## config.mk

```make
export PLATFORM = sky130hd
export DESIGN_NAME = blake2s_hash_engine_flat
export DESIGN_NICKNAME = d
export VERILOG_FILES = /design/src/rtl/b2s_pkg.sv /design/src/rtl/b2s_if.sv /design/src/rtl/blake2s_hash_engine.sv /design/src/rtl/b2s_ram.sv /design/src/rtl/b2s_gmix.sv /design/src/flat_wrapper.sv
export SDC_FILE = /design/constraint.sdc
export NUM_CORES = 2
export LEC_CHECK = 0
export BUFFER_PORTS_ARGS = -buffer_cell sky130_fd_sc_hd__buf_2
export CORE_ASPECT_RATIO = 0.5
export CORE_MARGIN = 4
export CORE_UTILIZATION = 35
export DETAILED_ROUTE_END_ITERATION = 10
export PLACE_DENSITY = 0.49
export RECOVER_POWER = 25
export SYNTH_ARGS = -nofsm -noshare
export SYNTH_HDL_FRONTEND = slang
export SYNTH_HIERARCHICAL = 1
export SYNTH_SLANG_ARGS = --single-unit
```

## constraint.sdc

```tcl
create_clock -name clk -period 18.8 [get_ports clk]
set_clock_uncertainty 0.1 [all_clocks]
set_input_delay 0.94 -clock clk [delete_from_list [all_inputs] [get_ports clk]]
set_output_delay 0.94 -clock clk [all_outputs]
set_load 0.01 [all_outputs]
```

## src/rtl/b2s_pkg.sv

```systemverilog
// ----------------------------------------------------------------------------
// b2s_pkg
// Constants, tables and helpers shared by the BLAKE2s engine files.
// ----------------------------------------------------------------------------
package b2s_pkg;

	localparam int WORD_W   = 32;
	localparam int MSG_DEPTH = 16;
	localparam int CV_DEPTH  = 8;
	localparam logic [5:0] LEN_RESET = 6'd32;
	localparam logic [31:0] PARAM_WORD = 32'h0101_0000;
	localparam logic [7:0] LAST_STEP = 8'd160;

	localparam logic [31:0] IV [8] = '{
		32'h6A09E667, 32'hBB67AE85, 32'h3C6EF372, 32'hA54FF53A,
		32'h510E527F, 32'h9B05688C, 32'h1F83D9AB, 32'h5BE0CD19
	};

	// Message schedule, one row per round, entry i in nibble i; rows 10..15 unused
	localparam logic [63:0] SIGMA [16] = '{
		64'hFEDCBA9876543210, 64'h357B20C16DF984AE, 64'h491763EADF250C8B,
		64'h8F04A562EBCD1397, 64'hD386CB1EFA427509, 64'h91EF57D438B0A6C2,
		64'hB8293670A4DEF15C, 64'hA2684F05931CE7BD, 64'h5A417D2C803B9EF6,
		64'h0DC3E9BF5167482A, 64'h0, 64'h0, 64'h0, 64'h0, 64'h0, 64'h0
	};

	function automatic logic [3:0] perm_idx(logic [3:0] rnd, logic [3:0] pos);
		logic [63:0] row;
		row = SIGMA[rnd];
		return row[{pos, 2'b00} +: 4];
	endfunction

	// Digest length clamped to 1..32
	function automatic logic [5:0] eff_len(logic [5:0] len);
		logic [5:0] r;
		if (len == 6'd0) r = 6'd1;
		else if (len > 6'd32) r = 6'd32;
		else r = len;
		return r;
	endfunction

	// Initial chain value word, parameter block mixed into word 0
	function automatic logic [31:0] iv_word(logic [2:0] idx, logic [5:0] len);
		logic [31:0] w;
		w = IV[idx];
		if (idx == 3'd0) w = w ^ PARAM_WORD ^ {26'd0, eff_len(len)};
		return w;
	endfunction

	// Low-byte mask for 0..4 valid bytes
	function automatic logic [31:0] byte_mask(logic [2:0] n);
		logic [31:0] m;
		unique case (n)
			3'd0: m = 32'h0000_0000;
			3'd1: m = 32'h0000_00FF;
			3'd2: m = 32'h0000_FFFF;
			3'd3: m = 32'h00FF_FFFF;
			default: m = 32'hFFFF_FFFF;
		endcase
		return m;
	endfunction

	typedef struct packed {
		logic [3:0] a;
		logic [3:0] b;
		logic [3:0] c;
		logic [3:0] d;
	} gidx_t;

	// Working-vector indices of mix j (columns then diagonals)
	function automatic gidx_t g_index(logic [2:0] j);
		gidx_t g;
		logic [1:0] jj;
		jj = j[1:0];
		g.a = {2'b00, jj};
		if (!j[2]) begin
			g.b = {2'b01, jj};
			g.c = {2'b10, jj};
			g.d = {2'b11, jj};
		end else begin
			g.b = {2'b01, jj + 2'd1};
			g.c = {2'b10, jj + 2'd2};
			g.d = {2'b11, jj + 2'd3};
		end
		return g;
	endfunction

endpackage

```

## src/rtl/b2s_if.sv

```systemverilog
// ----------------------------------------------------------------------------
// b2s_if
// Stream channels of the hash engine: message in, digest out, config write.
// ----------------------------------------------------------------------------
interface b2s_in_if;
	logic        valid;
	logic        ready;
	logic [31:0] data_word;
	logic [2:0]  byte_count;
	logic        last_item;
	modport source(output valid, data_word, byte_count, last_item, input ready);
	modport sink(input valid, data_word, byte_count, last_item, output ready);
endinterface

interface b2s_out_if;
	logic        valid;
	logic        ready;
	logic [31:0] digest_word;
	logic [2:0]  word_index;
	logic [2:0]  valid_bytes;
	logic        error;
	logic        last_word;
	modport source(output valid, digest_word, word_index, valid_bytes, error,
		last_word, input ready);
	modport sink(input valid, digest_word, word_index, valid_bytes, error,
		last_word, output ready);
endinterface

interface b2s_cfg_if;
	logic       valid;
	logic       ready;
	logic [5:0] dig_len;
	modport source(output valid, dig_len, input ready);
	modport sink(input valid, dig_len, output ready);
endinterface

```

## src/rtl/blake2s_hash_engine.sv

```systemverilog
// A word item is registered in idle and written to the message RAM in append;
// a full block compresses via chain loads, 160 half-G steps, chain write-backs.
// Final item: any zero padding, one compression, then per digest word a RAM
// read, an output load and the handshake. Throughput set by the single mixer.
// Reset: digest length 32, chain value reads as IV, buffer and counter empty.
// ----------------------------------------------------------------------------
// blake2s_hash_engine
// Unkeyed BLAKE2s engine; message and chain value kept in on-chip RAMs.
// ----------------------------------------------------------------------------
module blake2s_hash_engine (
	input  logic             clk,
	input  logic             arst_n,
	b2s_in_if.sink           in_ch,
	b2s_out_if.source        out_ch,
	b2s_cfg_if.sink          cfg_ch
);

	typedef enum logic [3:0] {
		S_IDLE, S_APPEND, S_ZERO, S_LOAD, S_ROUND, S_FIN, S_ERD, S_ELD, S_EWAIT
	} state_t;

	state_t      state_q;
	logic [5:0]  len_q;
	logic [6:0]  fill_q;
	logic [63:0] cnt_q;
	logic [7:0]  cvvalid_q;
	logic [31:0] data_q;
	logic [2:0]  n_q;
	logic        last_q;
	logic        final_q;
	logic [7:0]  step_q;
	logic [3:0]  zidx_q;
	logic [3:0]  k_q;
	logic [31:0] v_q [16];
	logic        cv_sel_q;
	logic [2:0]  cv_addr_q;
	logic        out_valid_q;
	logic [31:0] out_word_q;
	logic [2:0]  out_idx_q;
	logic [2:0]  out_vb_q;
	logic        out_err_q;
	logic        out_last_q;

	// message RAM ports
	logic        msg_we;
	logic [3:0]  msg_waddr, msg_raddr;
	logic [31:0] msg_wdata, msg_rdata;
	// chain value RAM ports
	logic        cv_we;
	logic [2:0]  cv_waddr;
	logic [31:0] cv_wdata, cv_rdata, cv_rd;

	logic [2:0]  n_in;
	logic [6:0]  fill_new;
	logic [6:0]  zidx_new;
	logic [2:0]  km1;
	logic [7:0]  h;
	b2s_pkg::gidx_t gi;
	logic [31:0] ga, gb, gc, gd;
	logic [5:0]  elen, rem;
	logic [3:0]  words;
	logic [2:0]  vb;

	b2s_ram #(.WIDTH(b2s_pkg::WORD_W), .DEPTH(b2s_pkg::MSG_DEPTH)) u_msg_ram (
		.clk(clk), .we(msg_we), .waddr(msg_waddr), .wdata(msg_wdata),
		.raddr(msg_raddr), .rdata(msg_rdata)
	);

	b2s_ram #(.WIDTH(b2s_pkg::WORD_W), .DEPTH(b2s_pkg::CV_DEPTH)) u_cv_ram (
		.clk(clk), .we(cv_we), .waddr(cv_waddr), .wdata(cv_wdata),
		.raddr(k_q[2:0]), .rdata(cv_rdata)
	);

	// unwritten chain entries read as the initial value
	assign cv_rd = cv_sel_q ? b2s_pkg::iv_word(cv_addr_q, len_q) : cv_rdata;

	// half-G step for the previous step count
	assign h  = step_q - 8'd1;
	assign gi = b2s_pkg::g_index(h[3:1]);

	b2s_gmix u_gmix (
		.a(v_q[gi.a]), .b(v_q[gi.b]), .c(v_q[gi.c]), .d(v_q[gi.d]),
		.m(msg_rdata), .second(h[0]),
		.a_o(ga), .b_o(gb), .c_o(gc), .d_o(gd)
	);

	// item decode and fill arithmetic
	assign n_in     = (in_ch.byte_count > 3'd4) ? 3'd4 : in_ch.byte_count;
	assign fill_new = fill_q + {4'd0, n_q};
	assign zidx_new = (fill_new + 7'd3) >> 2;
	assign km1      = k_q[2:0] - 3'd1;

	// digest word geometry
	assign elen  = b2s_pkg::eff_len(len_q);
	assign words = 4'((elen + 6'd3) >> 2);
	assign rem   = elen - {1'b0, k_q[2:0], 2'b00};
	assign vb    = (rem > 6'd4) ? 3'd4 : rem[2:0];

	// RAM write and read address control
	always_comb begin
		msg_we    = 1'b0;
		msg_waddr = zidx_q;
		msg_wdata = '0;
		if (state_q == S_APPEND && n_q != 3'd0) begin
			msg_we    = 1'b1;
			msg_waddr = fill_q[5:2];
			msg_wdata = data_q & b2s_pkg::byte_mask(n_q);
		end else if (state_q == S_ZERO) begin
			msg_we = 1'b1;
		end
		msg_raddr = b2s_pkg::perm_idx(step_q[7:4], step_q[3:0]);
		cv_we    = (state_q == S_FIN) && (k_q != 4'd0);
		cv_waddr = km1;
		cv_wdata = cv_rd ^ v_q[{1'b0, km1}] ^ v_q[{1'b1, km1}];
	end

	assign in_ch.ready        = (state_q == S_IDLE);
	assign cfg_ch.ready       = 1'b1;
	assign out_ch.valid       = out_valid_q;
	assign out_ch.digest_word = out_word_q;
	assign out_ch.word_index  = out_idx_q;
	assign out_ch.valid_bytes = out_vb_q;
	assign out_ch.error       = out_err_q;
	assign out_ch.last_word   = out_last_q;

	// payload registers
	always_ff @(posedge clk) begin
		cv_addr_q <= k_q[2:0];
		if (state_q == S_IDLE && in_ch.valid) begin
			data_q <= in_ch.data_word;
			n_q    <= n_in;
			last_q <= in_ch.last_item;
		end
		if (state_q == S_LOAD) begin
			if (k_q == 4'd0) begin
				for (int i = 0; i < 8; i++) v_q[8 + i] <= b2s_pkg::IV[i];
				v_q[12] <= b2s_pkg::IV[4] ^ cnt_q[31:0];
				v_q[13] <= b2s_pkg::IV[5] ^ cnt_q[63:32];
				v_q[14] <= final_q ? ~b2s_pkg::IV[6] : b2s_pkg::IV[6];
			end else begin
				v_q[{1'b0, km1}] <= cv_rd;
			end
		end
		if (state_q == S_ROUND && step_q != 8'd0) begin
			v_q[gi.a] <= ga;
			v_q[gi.b] <= gb;
			v_q[gi.c] <= gc;
			v_q[gi.d] <= gd;
		end
	end

	// control state machine and output register
	always_ff @(posedge clk or negedge arst_n) begin
		if (!arst_n) begin
			state_q     <= S_IDLE;
			len_q       <= b2s_pkg::LEN_RESET;
			fill_q      <= '0;
			cnt_q       <= '0;
			cvvalid_q   <= '0;
			final_q     <= 1'b0;
			step_q      <= '0;
			zidx_q      <= '0;
			k_q         <= '0;
			cv_sel_q    <= 1'b1;
			out_valid_q <= 1'b0;
			out_word_q  <= '0;
			out_idx_q   <= '0;
			out_vb_q    <= '0;
			out_err_q   <= 1'b0;
			out_last_q  <= 1'b0;
		end else begin
			cv_sel_q <= !cvvalid_q[k_q[2:0]];
			unique case (state_q)
				S_IDLE: begin
					if (in_ch.valid) begin
						if (!in_ch.last_item && n_in != 3'd4) begin
							out_valid_q <= 1'b1;
							out_word_q  <= '0;
							out_idx_q   <= '0;
							out_vb_q    <= '0;
							out_err_q   <= 1'b1;
							out_last_q  <= 1'b1;
							state_q     <= S_EWAIT;
						end else if (n_in != 3'd0 && fill_q[6]) begin
							// full block pending and more bytes follow
							cnt_q   <= cnt_q + 64'd64;
							fill_q  <= '0;
							final_q <= 1'b0;
							k_q     <= '0;
							state_q <= S_LOAD;
						end else begin
							state_q <= S_APPEND;
						end
					end
				end
				S_APPEND: begin
					fill_q <= fill_new;
					if (last_q) begin
						cnt_q <= cnt_q + {57'd0, fill_new};
						if (zidx_new[4]) begin
							final_q <= 1'b1;
							k_q     <= '0;
							state_q <= S_LOAD;
						end else begin
							zidx_q  <= zidx_new[3:0];
							state_q <= S_ZERO;
						end
					end else begin
						state_q <= S_IDLE;
					end
				end
				S_ZERO: begin
					if (zidx_q == 4'd15) begin
						final_q <= 1'b1;
						k_q     <= '0;
						state_q <= S_LOAD;
					end else begin
						zidx_q <= zidx_q + 4'd1;
					end
				end
				S_LOAD: begin
					if (k_q == 4'd8) begin
						step_q  <= '0;
						state_q <= S_ROUND;
					end else begin
						k_q <= k_q + 4'd1;
					end
				end
				S_ROUND: begin
					if (step_q == b2s_pkg::LAST_STEP) begin
						k_q     <= '0;
						state_q <= S_FIN;
					end else begin
						step_q <= step_q + 8'd1;
					end
				end
				S_FIN: begin
					if (k_q != 4'd0) cvvalid_q[km1] <= 1'b1;
					if (k_q == 4'd8) begin
						k_q     <= '0;
						state_q <= final_q ? S_ERD : S_APPEND;
					end else begin
						k_q <= k_q + 4'd1;
					end
				end
				S_ERD: begin
					state_q <= S_ELD;
				end
				S_ELD: begin
					out_valid_q <= 1'b1;
					out_word_q  <= cv_rd & b2s_pkg::byte_mask(vb);
					out_idx_q   <= k_q[2:0];
					out_vb_q    <= vb;
					out_err_q   <= 1'b0;
					out_last_q  <= (k_q + 4'd1 == words);
					state_q     <= S_EWAIT;
				end
				S_EWAIT: begin
					if (out_ch.ready) begin
						out_valid_q <= 1'b0;
						if (out_last_q) begin
							if (!out_err_q) begin
								cvvalid_q <= '0;
								fill_q    <= '0;
								cnt_q     <= '0;
							end
							k_q     <= '0;
							state_q <= S_IDLE;
						end else begin
							k_q     <= k_q + 4'd1;
							state_q <= S_ERD;
						end
					end
				end
				default: state_q <= S_IDLE;
			endcase
			// register write restarts the message
			if (cfg_ch.valid) begin
				len_q     <= cfg_ch.dig_len;
				cvvalid_q <= '0;
				fill_q    <= '0;
				cnt_q     <= '0;
			end
		end
	end

endmodule

```

## src/rtl/b2s_ram.sv

```systemverilog
// ----------------------------------------------------------------------------
// b2s_ram
// Generic simple dual-port RAM, one write and one registered read port.
// ----------------------------------------------------------------------------
module b2s_ram #(
	parameter int WIDTH = 32,
	parameter int DEPTH = 16
) (
	input  logic                     clk,
	input  logic                     we,
	input  logic [$clog2(DEPTH)-1:0] waddr,
	input  logic [WIDTH-1:0]         wdata,
	input  logic [$clog2(DEPTH)-1:0] raddr,
	output logic [WIDTH-1:0]         rdata
);

	logic [WIDTH-1:0] mem [DEPTH];

	always_ff @(posedge clk) begin
		if (we) mem[waddr] <= wdata;
		rdata <= mem[raddr];
	end

endmodule

```

## src/rtl/b2s_gmix.sv

```systemverilog
// ----------------------------------------------------------------------------
// b2s_gmix
// One half of the BLAKE2s G function: add, xor, rotate on four words.
// ----------------------------------------------------------------------------
module b2s_gmix (
	input  logic [31:0] a,
	input  logic [31:0] b,
	input  logic [31:0] c,
	input  logic [31:0] d,
	input  logic [31:0] m,
	input  logic        second,
	output logic [31:0] a_o,
	output logic [31:0] b_o,
	output logic [31:0] c_o,
	output logic [31:0] d_o
);

	logic [31:0] dx, bx;

	// first half rotates by 16/12, second by 8/7
	always_comb begin
		a_o = a + b + m;
		dx  = d ^ a_o;
		d_o = second ? {dx[7:0], dx[31:8]} : {dx[15:0], dx[31:16]};
		c_o = c + d_o;
		bx  = b ^ c_o;
		b_o = second ? {bx[6:0], bx[31:7]} : {bx[11:0], bx[31:12]};
	end

endmodule

```

## src/flat_wrapper.sv

```systemverilog
// flat-port wrapper written by rule: the top's interface ports become plain ports
module blake2s_hash_engine_flat 
  (clk, arst_n, in_ch_valid, in_ch_data_word, in_ch_byte_count, in_ch_last_item, in_ch_ready, out_ch_valid, out_ch_digest_word, out_ch_word_index, out_ch_valid_bytes, out_ch_error, out_ch_last_word, out_ch_ready, cfg_ch_valid, cfg_ch_dig_len, cfg_ch_ready);
  b2s_in_if in_ch_i ();
  b2s_out_if out_ch_i ();
  b2s_cfg_if cfg_ch_i ();
  input  logic clk;
  input  logic arst_n;
  input wire logic [$bits(in_ch_i.valid)-1:0] in_ch_valid;
  input wire logic [$bits(in_ch_i.data_word)-1:0] in_ch_data_word;
  input wire logic [$bits(in_ch_i.byte_count)-1:0] in_ch_byte_count;
  input wire logic [$bits(in_ch_i.last_item)-1:0] in_ch_last_item;
  output wire logic [$bits(in_ch_i.ready)-1:0] in_ch_ready;
  output wire logic [$bits(out_ch_i.valid)-1:0] out_ch_valid;
  output wire logic [$bits(out_ch_i.digest_word)-1:0] out_ch_digest_word;
  output wire logic [$bits(out_ch_i.word_index)-1:0] out_ch_word_index;
  output wire logic [$bits(out_ch_i.valid_bytes)-1:0] out_ch_valid_bytes;
  output wire logic [$bits(out_ch_i.error)-1:0] out_ch_error;
  output wire logic [$bits(out_ch_i.last_word)-1:0] out_ch_last_word;
  input wire logic [$bits(out_ch_i.ready)-1:0] out_ch_ready;
  input wire logic [$bits(cfg_ch_i.valid)-1:0] cfg_ch_valid;
  input wire logic [$bits(cfg_ch_i.dig_len)-1:0] cfg_ch_dig_len;
  output wire logic [$bits(cfg_ch_i.ready)-1:0] cfg_ch_ready;
  assign in_ch_i.valid = in_ch_valid;
  assign in_ch_i.data_word = in_ch_data_word;
  assign in_ch_i.byte_count = in_ch_byte_count;
  assign in_ch_i.last_item = in_ch_last_item;
  assign in_ch_ready = in_ch_i.ready;
  assign out_ch_valid = out_ch_i.valid;
  assign out_ch_digest_word = out_ch_i.digest_word;
  assign out_ch_word_index = out_ch_i.word_index;
  assign out_ch_valid_bytes = out_ch_i.valid_bytes;
  assign out_ch_error = out_ch_i.error;
  assign out_ch_last_word = out_ch_i.last_word;
  assign out_ch_i.ready = out_ch_ready;
  assign cfg_ch_i.valid = cfg_ch_valid;
  assign cfg_ch_i.dig_len = cfg_ch_dig_len;
  assign cfg_ch_ready = cfg_ch_i.ready;
  blake2s_hash_engine u_core (.clk(clk), .arst_n(arst_n), .in_ch(in_ch_i), .out_ch(out_ch_i), .cfg_ch(cfg_ch_i));
endmodule
```

Word-level counts from Yosys, hierarchy flattened
Memories as Yosys holds them, arrays and structs flattened. A register that Yosys moved wholly into a read port is not among the register bits. Cells that the tools add are included. Widths: inputs -> output; s select.

Shift-type cells: 1. Reductions and logical operators: 42. Order comparisons: 8. Add/sub/neg operators: 17. Equality and inequality tests: 42. Divide/modulo/power cells: 0. Bitwise gates (word level): 16. Multiply operators: 0. Muxes and demuxes: 132.

Operators with widths (number): $mux 32 (20); $mux 64 (10); $pmux 32 s4 (2); $pmux 64 s3 (1); $reduce_or 32->1 (5); $xor 32x32->32 (4); $mux 4 (27); $add 32x32->32 (3); $add 64x7->64 (1); $add 64x7->64 const B (1); $and 32x32->32 (2); $pmux 32 s2 (1); $shiftx 64x7->4 (1); $mux 8 (7); $mux 7 (7); $pmux 4 s9 (1); $pmux 8 s2 (2); $xor 32x6->32 (1); $mux 1 (31); $pmux 4 s7 (1); $ne 2x2->1 const B (11); $pmux 7 s3 (1); $mux 3 (6); $mux 6 (3); other kinds (61) (109).

Logic and storage cells: 283. Input port bits: 47. Memories: 5. RAM bits: 1280. Bits in latches: 0. Register bits after elaboration: 187. Bits in read-only memories: 1280.

Memories: (no name shown) (depth 16, width 64, read ports 1, clocked after Yosys merged registers in 0, wr ports 0, RTL line b2s_pkg.sv:29) `row = SIGMA[rnd];`; u_core.u_msg_ram.mem (depth 16, width 32, read ports 1, clocked after Yosys merged registers in 1, wr ports 1, RTL line b2s_ram.sv:17) `logic [WIDTH-1:0] mem [DEPTH];`; u_core.v_q (depth 16, width 32, read ports 6, clocked after Yosys merged registers in 0, wr ports 8, RTL line blake2s_hash_engine.sv:34) `logic [31:0] v_q [16];`; (no name shown) (depth 8, width 32, read ports 1, clocked after Yosys merged registers in 0, wr ports 0, RTL line b2s_pkg.sv:45) `w = IV[idx];`; u_core.u_cv_ram.mem (depth 8, width 32, read ports 1, clocked after Yosys merged registers in 1, wr ports 1, RTL line b2s_ram.sv:17).

Depth between registers and ports, before layout
An unclocked memory read counts as a cell.

Word-level depth: 12. Mapped depth: 37.

By module
Netlist, hierarchy kept.

By module, submodules not included: blake2s_hash_engine (area an instance 42246.8 µm², cells an instance 4070, instances 1); b2s_ram at u_core.u_msg_ram (area an instance 19854.0 µm², cells an instance 838, instances 1); b2s_ram at u_core.u_cv_ram (area an instance 10466.3 µm², cells an instance 415, instances 1); b2s_gmix (area an instance 5182.5 µm², cells an instance 650, instances 1).

Worst setup path before layout
No wires, ideal clock.

Path kind: reg-to-reg. From: reg u_core.step_q[0]. To: mem u_core.v_q[6][8], data pin. Data arrival time: 8.163 ns. Cell stages (with the launch flop): 34. Setup time: 0.260 ns. Path buffers: 7. Path slack: 10.278 ns. Cells stage by stage: dfrtp_1 buf_2 inv_1 clkbuf_1 ha_1 clkbuf_1 clkbuf_1 clkbuf_1 buf_1 mux4_2 fa_1 ha_1 fa_1 a21o_1 a31oi_2 o21ai_2 a41oi_2 o21ai_1 xor2_1 xor2_1 nor2_1 a21oi_1 ha_1 buf_2 a21oi_1 o21a_1 a2bb2oi_1 a21oi_1 or3_1 a21o_1 xor2_1 xnor2_1 mux2i_1 mux2_2.

RTL lines: start, declared (RTL line blake2s_hash_engine.sv:31) `logic [7:0] step_q;`; start signal, assigned (RTL line blake2s_hash_engine.sv:234) `step_q <= step_q + 8'd1;`; end, declared (RTL line blake2s_hash_engine.sv:34).

==> metrics <==
Setup-failing EPs final 0; Site Rows 121; I/O pin total 90; async set-reset flop share out of synthesis 9.67%; Least-Margin Pin Slew 4.16 ns; syn nets 6151; Ys Warns 6; Post-route DRC 0; Crit path max-delay family compound AO/OA/AOI/OAI gates; synth-to-layout area growth 11.5%; Crit path largest cell delay 0.89 ns; Max-Slew Margin vs Limit -177%; Max Buffers Root-to-Sink 4; TritonCTS clock tree done; slowest cell on the critical path nand2_2; Post-Synth XOR/XNOR Area 2.99%; Post-CTS Setup Bufs 0; layout cells sized above 1 16.6%; Levels on crit path 33; adder-cell share of the synthesized area 2.46%; post-DR vias/cell 5.98; drt initial violations 6844; vias in the first global route 52100; Cells after Synth 5973; Slew Limit Fails 508; die width 675 um; post-cts sizing count 0; drt first pass iters 6; reg2reg end u_core/v_q[7][10]; most frequent cell after synthesis edfxtp_1; worst reg2reg path depth 33; Mapped Area 77700 sq um; Post-synth top cells 1316 x edfxtp_1, 781 x nand2_1, 373 x nor2_1; R2R setup slack 7.38 ns; gr ovfl total 0; Die H 341 um; Synth Register Bits 1531; WHS Endpoint u_core/data_q[28]; Clk pin slew, worst setup/hold paths 0.07 ns; area leader, netlist edfxtp_1; H-Tree Depth 4; hold depth 1; via count 54000; clk root buf clkbuf_16; worst skew pair latency 0.85 ns; status finished, violations left; CP bufs+invs 3; R2R Path Start u_core/step_q[0]; clock sinks 1531; initial antenna violation count 16; TritonCTS buffer count 156; Fillers 20600; Max Cap Violations 12; largest net degree at the start of global routing 129; mux cell area share after synthesis 14.1%; port bufs 88; Hold Startpoint in_ch_data_word[28]; die area 230000 sq um; Startpoint Class register; detailed-placement wirelength estimate 187 mm; Max Clock Freq 87.6 MHz; endpoints failing hold 0; Worst EP arrival 11.99 ns; worst min path class primary input to register; Tot GR Track Use 24.1%; Hold Buf Count CTS 1; fin nets 6142; TNS Setup 0 ns; routed wire length 283 mm; Starting Density 35.5%; required time worst endpoint 19.37 ns; Synth Area in Compound Gates 9.77%; violated checks capacitance limit, slew limit; GP Congestion 0.956; dominant cells by area after synthesis edfxtp_1 51%, mux4_2 10%, dfrtp_1 4.7%, nand2_1 3.8%, a21oi_1 2.2%; Main synth FF type edfxtp_1; Post-synth EDFFs 1316; simple-gate share of the synthesized area 10.6%; global-route wire length before repair 399 mm; critical path class register to register; Tcrit/Tclk final 60.7%; CP Capture Type register; RSZ-0062 raised after global routing false; Antenna Nets Post-Route 0; crit path max fanout 55; sequential share of the synthesized area 57.3%; Avg WL per Cell 31.3 um; most used cell, CP nor2_1; syn_area_per_cell 13.0 sq um; Yosys top cell area share 50.8%; largest family of logic cells by synthesized area multiplexers; core area 219000 sq um; Cell variety after synth 121; Tmin final 11.42 ns
-- placed cells by master, fill, tap and decap left out, drive strengths merged, types with 94 or more instances in the layout --
cell | synthesis | final
mux2 | 113 | 113
xor2 | 94 | 94
nand3 | 136 | 136
nor2 | 373 | 373
buf | 155 | 183
edfxtp | 1316 | 1316
o21ai | 294 | 294
xnor2 | 158 | 158
dfrtp | 146 | 146
nand2 | 782 | 782
mux4 | 390 | 390
clkbuf | 255 | 273
and2 | 112 | 112
ha | 95 | 95
a21oi | 346 | 346
-- worst reg2reg max path, delay by kind of cell (launching register included) --
family	cells	cell delay [ns]
xor+xnor	5	2.30
flops	1	0.32
buf+inv	3	1.30
simple gates	9	2.36
mux	1	0.46
fa+ha+maj	5	1.96
compound gates	10	2.49
-- area by class of cell --
cell class / count / area [sq um] / area share, %
flip-flops and latches: 1531 / 44600 / 51.4
multi-input cells: 3955 / 31600 / 36.5
clock buffers: 214 / 4410 / 5.09
well taps: 2952 / 3690 / 4.26
repair buffers: 243 / 1550 / 1.79
clock inverters: 62 / 542 / 0.625
inverters: 77 / 292 / 0.336
diodes: 5 / 12.5 / 0.0144
-- cells by family (layout without fill, tap and decap cells) --
kind of cell | count (synthesis) | in the layout
AO/OA/AOI/OAI | 1195 | 1195
buffers and inverters | 487 | 596
flip-flops | 1531 | 1531
other | 1 | 6
adder cells (fa/ha/maj) | 131 | 131
AND/OR/NAND/NOR | 1791 | 1791
XOR/XNOR | 255 | 255
multiplexers | 582 | 582
-- per-layer routing --
metal	vias up	GRT usage, %	part of all wire (%)
met5	-	0	0.014
li1	22800	-	-
met4	6	6.41	2.8
met1	28000	34.9	44
met3	398	6.27	10
met2	2782	35.6	43
-- worst max-delay path by stage --
stage / slack [ns] / from / end
floorplan: 10.28 / u_core/step_q[0] / u_core/v_q[6][8]
global placement: 7.73 / u_core/step_q[0] / u_core/v_q[7][16]
detailed placement: 7.73 / u_core/step_q[0] / u_core/v_q[7][21]
CTS: 7.71 / u_core/step_q[0] / u_core/v_q[7][21]
global route: 7.12 / u_core/step_q[0] / u_core/v_q[7][21]
finish: 7.38 / u_core/step_q[0] / u_core/v_q[7][10]
-- registers in the layout, indices dropped and copies added, names as in the netlist, 4 cells and up --
name / count
u_core/cnt_q: 64
u_core/u_msg_ram/mem: 512
u_core/u_msg_ram/rdata: 32
u_core/u_cv_ram/mem: 256
u_core/len_q: 6
u_core/data_q: 32
u_core/u_cv_ram/rdata: 32
u_core/zidx_q: 4
u_core/out_ch.digest_word: 32
u_core/v_q: 512
u_core/cvvalid_q: 8
u_core/k_q: 4
u_core/fill_q: 7
u_core/step_q: 8
u_core/state_q: 4
-- stage by stage --
stage                     cell area [sq um]  setup WS (ns)  util [%]  hold slack [ns]  std cells
after floorplan                       77700          10.28         -            0.335       5973
after CTS                             86800           7.71      39.6           0.0872       9034
after global placement                81800           7.73      37.3            0.371       8757
after global routing                  86700           7.12      39.5            0.106       9034
after detailed placement              81800           7.73      37.3            0.370       8757
final                                 86700           7.38      39.5            0.157       9039
Power is left out: the tool's default activity adds up to more than one toggle a clock period on the data nets, which glitch-free logic cannot reach.
